==> src/design/dfcu_pkg.sv <==
`default_nettype none

package dfcu_pkg;

  localparam int unsigned DATA_W         = 32;
  localparam int unsigned LIM_W          = DATA_W + 1;
  localparam int unsigned GAP_W          = 16;
  localparam int unsigned CFG_IDX_W      = 2;
  localparam int unsigned WINDOW_RADIUS  = 1;
  localparam int unsigned WIN_SIDE       = 2 * WINDOW_RADIUS + 1;
  localparam int unsigned NUM_NBR        = WIN_SIDE * WIN_SIDE - 1;

  localparam logic signed [DATA_W-1:0] NO_DATA_RST    = -32'sd99990000;
  localparam logic        [GAP_W-1:0]  FILL_GAP_RST   = 16'd5;
  localparam logic signed [DATA_W-1:0] FILL_START_RST = 32'sd100000000;

  typedef enum logic [CFG_IDX_W-1:0] {
    REG_NO_DATA    = 2'd0,
    REG_FILL_GAP   = 2'd1,
    REG_FILL_START = 2'd2
  } cfg_reg_e;

  typedef struct packed {
    logic                     func;
    logic signed [DATA_W-1:0] ground_level;
    logic signed [DATA_W-1:0] prior_fill;
    logic signed [DATA_W-1:0] win_nw;
    logic signed [DATA_W-1:0] win_n;
    logic signed [DATA_W-1:0] win_ne;
    logic signed [DATA_W-1:0] win_w;
    logic signed [DATA_W-1:0] win_center;
    logic signed [DATA_W-1:0] win_e;
    logic signed [DATA_W-1:0] win_sw;
    logic signed [DATA_W-1:0] win_s;
    logic signed [DATA_W-1:0] win_se;
  } dfcu_in_t;

  typedef struct packed {
    logic signed [DATA_W-1:0] new_surface;
    logic signed [DATA_W-1:0] new_ground;
    logic                     changed;
  } dfcu_out_t;

  // lane results of one item, handed to the merge
  typedef struct packed {
    logic                              pass;
    logic signed [DATA_W-1:0]          base_surface;
    logic signed [DATA_W-1:0]          ground;
    logic signed [DATA_W-1:0]          new_ground;
    logic        [NUM_NBR-1:0][LIM_W-1:0] lim;
    logic        [NUM_NBR-1:0]         drop;
  } dfcu_lanes_t;

endpackage

`default_nettype wire

==> src/design/dfcu_lane.sv <==
`default_nettype none

module dfcu_lane (
  input  logic signed [dfcu_pkg::DATA_W-1:0] nbr_i,
  input  logic signed [dfcu_pkg::DATA_W-1:0] ground_i,
  input  logic signed [dfcu_pkg::DATA_W-1:0] nd_i,
  input  logic        [dfcu_pkg::GAP_W-1:0]  gap_i,
  output logic signed [dfcu_pkg::LIM_W-1:0]  lim_o,
  output logic                               drop_o
);

  logic signed [dfcu_pkg::LIM_W-1:0] ground_ext;

  // neighbour plus gap, one bit wider so it never wraps
  assign lim_o = $signed({nbr_i[dfcu_pkg::DATA_W-1], nbr_i})
               + $signed({{(dfcu_pkg::LIM_W - dfcu_pkg::GAP_W){1'b0}}, gap_i});
  assign ground_ext = $signed({ground_i[dfcu_pkg::DATA_W-1], ground_i});
  assign drop_o = (ground_ext >= lim_o) || (nbr_i == nd_i);

endmodule

`default_nettype wire

==> src/design/dfcu_merge.sv <==
`default_nettype none

module dfcu_merge (
  input  logic                              clk_i,
  input  logic                              rst_ni,
  input  logic                              lanes_valid_i,
  input  dfcu_pkg::dfcu_lanes_t             lanes_i,
  output logic                              lanes_rdy_o,
  input  logic signed [dfcu_pkg::DATA_W-1:0] nd_i,
  output logic                              res_valid_o,
  output dfcu_pkg::dfcu_out_t               res_o,
  input  logic                              res_rdy_i
);

  function automatic logic signed [dfcu_pkg::LIM_W-1:0] min33(
    input logic signed [dfcu_pkg::LIM_W-1:0] a,
    input logic signed [dfcu_pkg::LIM_W-1:0] b
  );
    return (a < b) ? a : b;
  endfunction

  typedef struct packed {
    logic                               pass;
    logic signed [dfcu_pkg::DATA_W-1:0] base_surface;
    logic signed [dfcu_pkg::DATA_W-1:0] ground;
    logic signed [dfcu_pkg::DATA_W-1:0] new_ground;
    logic signed [dfcu_pkg::LIM_W-1:0]  min_a;
    logic signed [dfcu_pkg::LIM_W-1:0]  min_b;
    logic                               drop_a;
  } part_t;

  logic  s2_valid_q;
  part_t s2_d, s2_q;

  logic signed [dfcu_pkg::LIM_W-1:0] base_ext, m01, m23, m45, m67;
  logic signed [dfcu_pkg::LIM_W-1:0] fmin, nd_ext, s2_base_ext;
  logic                              center_drop, drop;

  // first half of the window, centre excluded, together with the cell surface
  assign base_ext = $signed({lanes_i.base_surface[dfcu_pkg::DATA_W-1], lanes_i.base_surface});
  assign m01 = min33($signed(lanes_i.lim[0]), $signed(lanes_i.lim[1]));
  assign m23 = min33($signed(lanes_i.lim[2]), $signed(lanes_i.lim[3]));
  assign m45 = min33($signed(lanes_i.lim[4]), $signed(lanes_i.lim[5]));
  assign m67 = min33($signed(lanes_i.lim[6]), $signed(lanes_i.lim[7]));

  always_comb begin
    s2_d.pass         = lanes_i.pass;
    s2_d.base_surface = lanes_i.base_surface;
    s2_d.ground       = lanes_i.ground;
    s2_d.new_ground   = lanes_i.new_ground;
    s2_d.min_a        = min33(base_ext, min33(m01, m23));
    s2_d.min_b        = min33(m45, m67);
    s2_d.drop_a       = |lanes_i.drop;
  end

  assign lanes_rdy_o = !s2_valid_q || res_rdy_i;

  always_ff @(posedge clk_i or negedge rst_ni) begin
    if (!rst_ni) begin
      s2_valid_q <= 1'b0;
    end else if (lanes_rdy_o) begin
      s2_valid_q <= lanes_valid_i;
    end
  end

  always_ff @(posedge clk_i) begin
    if (lanes_rdy_o && lanes_valid_i) begin
      s2_q <= s2_d;
    end
  end

  // the centre entry sees the running surface: no-data there drops to ground
  assign nd_ext      = $signed({nd_i[dfcu_pkg::DATA_W-1], nd_i});
  assign s2_base_ext = $signed({s2_q.base_surface[dfcu_pkg::DATA_W-1], s2_q.base_surface});
  assign center_drop = (s2_q.min_a == nd_ext);
  assign drop        = s2_q.drop_a || center_drop;
  assign fmin        = min33(s2_q.min_a, s2_q.min_b);

  always_comb begin
    res_o.new_ground = s2_q.new_ground;
    if (s2_q.pass) begin
      res_o.new_surface = s2_q.base_surface;
      res_o.changed     = 1'b0;
    end else if (drop) begin
      res_o.new_surface = s2_q.ground;
      res_o.changed     = 1'b1;
    end else begin
      res_o.new_surface = fmin[dfcu_pkg::DATA_W-1:0];
      res_o.changed     = (fmin < s2_base_ext);
    end
  end

  assign res_valid_o = s2_valid_q;

endmodule

`default_nettype wire

==> src/design/depression_fill_cell_update_unit.sv <==
// depression fill cell update unit
// one cell step of pit filling; the input item carries the pass selector, the
// cell ground, the prior fill and the 3x3 water-surface window
// channels: in_valid_i / in_stall_o / in_item_i and out_valid_o / out_stall_i /
// out_item_o; an item moves at an edge where valid is high and stall is low
// one result item per input item, in order
// on the input accept edge the item loads the lane stage, then the merge stage
// and the output register take it in turn, and out_valid_o rises with the latter
// throughput: one item per cycle while out_stall_i is low; the eight neighbour
// lanes and the min tree of the merge are fully pipelined
// configuration (0 no-data code, 1 fill gap, 2 fill start): cfg_we_i writes
// cfg_wdata_i at cfg_idx_i; write only while the unit is idle (unchecked)
// reset: pipeline empties and registers take their reset values
// receiver stall: the output item holds; the stages behind keep filling, and
// in_stall_o rises once all three hold an item
`default_nettype none

module depression_fill_cell_update_unit (
  input  logic                                clk_i,
  input  logic                                rst_ni,
  input  logic                                cfg_we_i,
  input  logic [dfcu_pkg::CFG_IDX_W-1:0]      cfg_idx_i,
  input  logic [dfcu_pkg::DATA_W-1:0]         cfg_wdata_i,
  input  logic                                in_valid_i,
  output logic                                in_stall_o,
  input  dfcu_pkg::dfcu_in_t                  in_item_i,
  output logic                                out_valid_o,
  input  logic                                out_stall_i,
  output dfcu_pkg::dfcu_out_t                 out_item_o
);

  logic signed [dfcu_pkg::DATA_W-1:0] nd_q, start_q;
  logic        [dfcu_pkg::GAP_W-1:0]  gap_q;

  always_ff @(posedge clk_i or negedge rst_ni) begin
    if (!rst_ni) begin
      nd_q    <= dfcu_pkg::NO_DATA_RST;
      gap_q   <= dfcu_pkg::FILL_GAP_RST;
      start_q <= dfcu_pkg::FILL_START_RST;
    end else if (cfg_we_i) begin
      unique case (cfg_idx_i)
        dfcu_pkg::REG_NO_DATA:    nd_q    <= cfg_wdata_i;
        dfcu_pkg::REG_FILL_GAP:   gap_q   <= cfg_wdata_i[dfcu_pkg::GAP_W-1:0];
        dfcu_pkg::REG_FILL_START: start_q <= cfg_wdata_i;
        default: ;
      endcase
    end
  end

  // neighbours in row order, centre left out
  logic signed [dfcu_pkg::DATA_W-1:0] nbr [dfcu_pkg::NUM_NBR];
  logic signed [dfcu_pkg::LIM_W-1:0]  lane_lim [dfcu_pkg::NUM_NBR];
  logic        [dfcu_pkg::NUM_NBR-1:0] lane_drop;

  assign nbr[0] = in_item_i.win_nw;
  assign nbr[1] = in_item_i.win_n;
  assign nbr[2] = in_item_i.win_ne;
  assign nbr[3] = in_item_i.win_w;
  assign nbr[4] = in_item_i.win_e;
  assign nbr[5] = in_item_i.win_sw;
  assign nbr[6] = in_item_i.win_s;
  assign nbr[7] = in_item_i.win_se;

  for (genvar k = 0; k < dfcu_pkg::NUM_NBR; k++) begin : g_lane
    dfcu_lane u_lane (
      .nbr_i    (nbr[k]),
      .ground_i (in_item_i.ground_level),
      .nd_i     (nd_q),
      .gap_i    (gap_q),
      .lim_o    (lane_lim[k]),
      .drop_o   (lane_drop[k])
    );
  end

  logic                  is_nd;
  logic                  s1_valid_q, s1_rdy, merge_rdy;
  dfcu_pkg::dfcu_lanes_t s1_d, s1_q;

  assign is_nd = (in_item_i.ground_level == nd_q);

  always_comb begin
    s1_d.ground = in_item_i.ground_level;
    s1_d.drop   = lane_drop;
    for (int k = 0; k < dfcu_pkg::NUM_NBR; k++) begin
      s1_d.lim[k] = lane_lim[k];
    end
    if (!in_item_i.func) begin
      s1_d.pass         = 1'b1;
      s1_d.base_surface = is_nd ? nd_q : start_q;
      s1_d.new_ground   = (!is_nd && (in_item_i.prior_fill > in_item_i.ground_level)) ?
                          in_item_i.prior_fill : in_item_i.ground_level;
    end else begin
      s1_d.pass         = is_nd || (in_item_i.win_center <= in_item_i.ground_level);
      s1_d.base_surface = in_item_i.win_center;
      s1_d.new_ground   = in_item_i.ground_level;
    end
  end

  assign s1_rdy     = !s1_valid_q || merge_rdy;
  assign in_stall_o = !s1_rdy;

  always_ff @(posedge clk_i or negedge rst_ni) begin
    if (!rst_ni) begin
      s1_valid_q <= 1'b0;
    end else if (s1_rdy) begin
      s1_valid_q <= in_valid_i;
    end
  end

  always_ff @(posedge clk_i) begin
    if (s1_rdy && in_valid_i) begin
      s1_q <= s1_d;
    end
  end

  logic                res_valid, out_rdy;
  dfcu_pkg::dfcu_out_t res;
  logic                out_valid_q;
  dfcu_pkg::dfcu_out_t out_q;

  assign out_rdy = !out_valid_q || !out_stall_i;

  dfcu_merge u_merge (
    .clk_i         (clk_i),
    .rst_ni        (rst_ni),
    .lanes_valid_i (s1_valid_q),
    .lanes_i       (s1_q),
    .lanes_rdy_o   (merge_rdy),
    .nd_i          (nd_q),
    .res_valid_o   (res_valid),
    .res_o         (res),
    .res_rdy_i     (out_rdy)
  );

  always_ff @(posedge clk_i or negedge rst_ni) begin
    if (!rst_ni) begin
      out_valid_q <= 1'b0;
    end else if (out_rdy) begin
      out_valid_q <= res_valid;
    end
  end

  always_ff @(posedge clk_i) begin
    if (out_rdy && res_valid) begin
      out_q <= res;
    end
  end

  assign out_valid_o = out_valid_q;
  assign out_item_o  = out_q;

endmodule

`default_nettype wire

==> config.mk <==
export PLATFORM = sky130hd
export DESIGN_NAME = depression_fill_cell_update_unit
export DESIGN_NICKNAME = d
export VERILOG_FILES = /design/src/design/dfcu_pkg.sv /design/src/design/dfcu_lane.sv /design/src/design/dfcu_merge.sv /design/src/design/depression_fill_cell_update_unit.sv
export SDC_FILE = /design/constraint.sdc
export NUM_CORES = 2
export LEC_CHECK = 0
export ABC_AREA = 1
export BUFFER_PORTS_ARGS = -buffer_cell sky130_fd_sc_hd__buf_2
export CAP_MARGIN = 10
export CORE_ASPECT_RATIO = 1.5
export CORE_MARGIN = 1.5
export CORE_UTILIZATION = 40
export CTS_BUF_LIST = sky130_fd_sc_hd__clkbuf_8
export DETAILED_ROUTE_END_ITERATION = 8
export GPL_TIMING_DRIVEN = 0
export SLEW_MARGIN = 10
export SYNTH_ARGS = -nofsm -noshare
export SYNTH_HDL_FRONTEND = slang
export SYNTH_HIERARCHICAL = 1
export SYNTH_SLANG_ARGS = --single-unit
==> constraint.sdc <==
create_clock -name clk_i -period 19.2 [get_ports clk_i]
set_input_delay 3.84 -clock clk_i [delete_from_list [all_inputs] [get_ports clk_i]]
set_output_delay 3.84 -clock clk_i [all_outputs]
set_load 0.01 [all_outputs]
### Word-level counts from Yosys, hierarchy flattened

Cells that the tools add are included.

* bits in registers: 681
* input bits: 392
* output and inout port bits: 67

* reduce and logical (&&, ||, !) cells: 28
* equal/unequal tests: 12
* $lt $le $gt $ge: 19
* $add $sub $neg: 8
* multiplexer cells: 15

Operators by type and width (number)
* 32-bit equality test: 9
* 32-bit by 17-bit adder with 33-bit output: 8
* 32-bit by 33-bit greater-or-equal comparator with 1-bit output: 8
* 33-bit 2-to-1 mux: 8
* 33-bit less-than comparator: 7
* 32-bit 2-to-1 mux: 6
* 33-bit by 32-bit equality test with 1-bit output: 1
* 32-bit by 33-bit less-than comparator with 1-bit output: 1
* 33-bit by 32-bit less-than comparator with 1-bit output: 1
* 32-bit greater-than comparator: 1
* 32-bit <= comparator: 1
* 1-bit logical OR: 13
* 8-bit OR reduction: 1
* 1-bit zero test: 6
* 2-bit AND reduction: 3
* 1-bit logical AND: 4
* 2-bit by 1-bit equality test with 1-bit output, second input constant: 1
* 2-bit equality test, second input constant: 1
* 2-bit zero test: 1
* 1-bit 2-to-1 mux: 1

### Logic depth before layout (Yosys ltp)

* depth in word-level cells: 6
* depth in mapped cells: 49
* mapped depth without buffers: 47

### Modules after synthesis

The synthesis kept the hierarchy.

By module, submodules not included
* depression_fill_cell_update_unit: times used 1, cells each 1320, seq. area each 15117.0 um^2, area an instance 19266.0 um^2
* dfcu_merge: times used 1, cells each 2138, seq. area each 4949.7 um^2, area an instance 16444.5 um^2
* dfcu_lane (g_lane[0].u_lane ...): times used 5, cells each 531, seq. area each 0.0 um^2, area an instance 2977.9 um^2
* dfcu_lane (g_lane[2].u_lane ...): times used 2, cells each 542, seq. area each 0.0 um^2, area an instance 3032.9 um^2
* dfcu_lane (g_lane[4].u_lane): times used 1, cells each 560, seq. area each 0.0 um^2, area an instance 3065.4 um^2

### Worst setup path after synthesis

OpenSTA, ideal clock, no wires.

* path kind: input port to flip-flop
* start point: in out_stall_i
* end point: reg s1_q[0] (netlist name), enable pin
* data arrival time: 19.459 ns
* path buffers: 0
* cell stages on the path: 7
* path slack: -1.366 ns
* library setup time: 1.107 ns
* cell sequence: nand2_1 inv_1 nand2_1 inv_1 nand2_1 inv_1 nor2_1

* cells in the longest elaborated chain, start to end: 5

Ends and longest elaborated chain
* from (decl): line depression_fill_cell_update_unit.sv:28 `input logic out_stall_i,`
* 1-bit zero test: line depression_fill_cell_update_unit.sv:121 `assign out_rdy = !out_valid_q || !out_stall_i;`
* 1-bit logical OR: line depression_fill_cell_update_unit.sv:121
* 1-bit logical OR: line dfcu_merge.sv:56 `assign lanes_rdy_o = !s2_valid_q || res_rdy_i;`
* via merge_rdy: line depression_fill_cell_update_unit.sv:76 `logic s1_valid_q, s1_rdy, merge_rdy;`
* 1-bit logical OR: line depression_fill_cell_update_unit.sv:99 `assign s1_rdy = !s1_valid_q || merge_rdy;`
* 1-bit logical AND: line depression_fill_cell_update_unit.sv:111 `if (s1_rdy && in_valid_i) begin`
* to (signal assigned): line depression_fill_cell_update_unit.sv:112 `s1_q <= s1_d;`
* to (decl): line depression_fill_cell_update_unit.sv:77 `dfcu_pkg::dfcu_lanes_t s1_d, s1_q;`

The timed path passes the listed nets, and every way through them passes these cells.
A chain may end at the register's enable or synchronous reset.

==> results.json <==
{
  "clock-sinks": 681,
  "syn_area_um2": 59700,
  "viasPerCell": 5.52,
  "finalMaxSlewViolations": 0,
  "rsz0062_at_grt": "false",
  "crit_path_start_kind": "flop",
  "cts_tree": "built",
  "grt_pass1_wl_um": 371000,
  "avgSynthCellArea_um2": 7.70,
  "critical_path_class": "flop to flop",
  "ios": 459,
  "cts.repair.resized": 0,
  "yosysUniqueCellTypes": 62,
  "ant_nets": 0,
  "grt_pass1_vias": 53000,
  "fin_nets": 9490,
  "synthToLayoutAreaGrowth_pct": 13.5,
  "power-per-cell-area_nw_per_um2": 114,
  "port_buffers": 441,
  "ys.flop_type": "edfxtp_1",
  "status": "complete, no violations",
  "antenna_found_initial": 41,
  "start_util_pct": 40.3,
  "syn_nets": 8900,
  "synth-seq-cells": 681,
  "worst_ep_arrival_time_ns": 9.16,
  "synth_edf_count": 598,
  "final_hold_viol_count": 0,
  "finalClockSkew_ns": 0.0556,
  "whs_ns": 0.411,
  "coreArea_um2": 148000,
  "worst_ep_required_time_ns": 19.79,
  "finalPower_mw": 7.74,
  "clkSlewWorstSetupHoldPaths_ns": 0.07,
  "drt-initial-drc-count": 5786,
  "synth-async-reset-ratio_pct": 12.2,
  "wl_per_cell_um": 26.1,
  "ys_warn_count": 6,
  "grt_start_max_net_pins": 57,
  "fin_util_pct": 45.7,
  "die_w_um": 319,
  "leakagePower_nw": 33.3,
  "drive_gt1_share_pct": 13.0,
  "worstPathMaxFanout": 10,
  "peakVddDrop_mv": 0.141,
  "grt.total_usage_pct": 34.6,
  "vias": 57300,
  "htree_levels": 3,
  "clock_path_buffers": 3,
  "end_kind": "flop",
  "die_h_um": 476,
  "tightest_slew_ns": 1.40,
  "num-fill-cells": 14900,
  "gp_congestion": 0.974,
  "slowest_stage": "o21ai_0",
  "drt_first_pass_iters": 6,
  "hp-class": "flop to flop",
  "max_freq_ghz": 0.117,
  "dpl.hpwl_um": 211000,
  "netlist_instances": 7757,
  "grt-ovfl-total": 0,
  "cts_setup_buffers": 0,
  "finalCritPeriodShare_pct": 44.6,
  "drcViolationCount": 0,
  "slew_headroom_pct": 5.48,
  "yosysSeqAreaShare_pct": 33.6,
  "rrSetupSlack_ns": 10.63,
  "crit_top_cell": "nand2_1",
  "cts-buffers-inserted": 107,
  "slowest_delay_ns": 1.12,
  "crit_family": "simple AND/OR/NAND/NOR gates",
  "insertion_delay_ns": 0.85,
  "seq_area_um2": 20100,
  "hold_buffers": 0,
  "rows": 173,
  "drv_cap": 0,
  "setup_viol": 0,
  "wirelength_um": 271000,
  "root_buffer": "clkbuf_8",
  "die-area_um2": 152000,
  "period_needed_ns": 8.57,
  "multiInputGateArea_um2": 34800,
  "cp.buffers_inverters": 6
}
-- per-stage QoR --
stage	setup WS, ns	setup TNS (ns)	cell area, um2	std cells
floorplan	4.91	0	59700	7757
global placement	-0.163	-26.96	64300	10100
detailed placement	10.76	0	65300	10200
CTS	10.76	0	67800	10400
global route	10.56	0	67800	10400
finish	10.63	0	67800	10400
-- cells in the mapped netlist (5+ instances only) --
library cell	n	area (um2)
nor4_2	9	113
o221ai_1	10	87.6
o2111ai_1	5	43.8
nand4_1	109	682
fa_1	8	160
o21ai_1	60	300
nand3_1	385	1930
o211ai_1	8	60.1
o21bai_2	5	56.3
a21o_1	42	315
xor2_1	311	2720
inv_1	1042	3910
nor3_2	20	200
dfrtp_1	57	1430
a21oi_1	491	2460
nor2_1	618	2320
inv_2	29	109
nor4_1	19	119
ha_1	743	9300
nand3_2	39	390
o21ai_0	353	1770
xnor2_1	134	1170
clkbuf_1	77	289
o21bai_1	7	52.6
xor2_2	9	146
nand2_4	10	113
or2_2	52	325
nand3b_2	5	56.3
buf_4	44	330
o22ai_1	32	200
nor2_2	41	257
nand2_1	2042	7660
and2_1	8	50.1
a211oi_1	13	97.6
nand3b_1	9	67.6
buf_2	30	150
edfxtp_1	598	18000
nor3_1	101	505
o21a_1	16	120
nand2_2	89	557
buf_6	6	67.6
a21boi_0	8	60.1
dfstp_2	26	683
-- power breakdown --
| part | switching (mW) | internal (mW) | total, mW | leakage, nW |
|---|---|---|---|---|
| logic | 2.65 | 1.27 | 3.92 | 25.2 |
| clock network | 0.675 | 0.791 | 1.47 | 1.33 |
| registers | 0.370 | 1.99 | 2.36 | 6.74 |
| total | 3.69 | 4.05 | 7.74 | 33.3 |
-- path summary, 6_finish.rpt --
kind / start / end / cells past startpoint
worst min register to register: s1_q[272] / u_merge/res_o[1] / 0
min in group asynchronous: rst_ni / out_valid_o / 1
worst min-delay path: s1_q[272] / u_merge/res_o[1] / 0
worst max-delay path: s1_q[40] / u_merge/s2_q[40] / 37
max in group asynchronous: rst_ni / nd_q[25] / 2
worst max register to register: s1_q[40] / u_merge/s2_q[40] / 37
-- cell families (layout without fill, tap and decap cells) --
family	count (synthesis)	count (layout)	share of synthesized area (%)
adders and majority gates	751	751	15.8
DFF	681	681	33.6
buffers and inverters	1233	1914	8.16
xor gates and xnor gates	454	454	6.77
AOI/OAI and AO/OA	1063	1063	9.60
and+or+nand+nor	3575	3575	26.0
other	0	10	0
-- layer usage --
layer	part of all wire, %	vias up	GRT usage [%]
li1	-	26900	-
met1	39	27000	42.2
met3	8.6	650	6.49
met2	45	2677	55.2
met5	0.078	-	0
met4	7.9	32	23.9
-- flip-flops by register name (all words and copies together) (netlist names) --
register,cells
u_merge/res_valid_o,1
gap_q,16
u_merge/s2_base_ext,32
nd_q,32
start_q,32
u_merge/s2_q,100
s1_valid_q,1
out_valid_o,1
u_merge/res_o,32
out_item_o,65
s1_q,369
-- cell type report --
class                      count  area share, %
multi-input combinational   5843           51.4
sequential                   681           29.6
timing repair buffer         481           4.58
clock buffer                 111           2.25
inverter                    1073           5.94
clock inverter                89           1.36
tap                         1925           3.55
buffer                       160           1.25
antenna                       10         0.0369
-- cell usage in the layout (no fill, tap or decap), types with 77 or more instances in the layout --
cell type / n
nand2_1: 2042
a21oi_1: 489
o21ai_0: 344
xor2_1: 311
xnor2_1: 134
nand4_1: 109
nor3_1: 101
clkbuf_1: 77
inv_1: 1065
edfxtp_1: 598
nor2_1: 617
clkbuf_8: 111
buf_2: 470
nand3_1: 385
nand2_2: 89
ha_1: 743
-- worst reg2reg max path, delay by kind of cell, from the launching register on --
family	cells	cell delay [ns]
DFF	1	0.44
adders and majority gates	3	1.23
and+or+nand+nor	26	4.31
buffers and inverters	6	1.08
AOI/OAI and AO/OA	2	1.30
(Power assumes the default switching activity.)
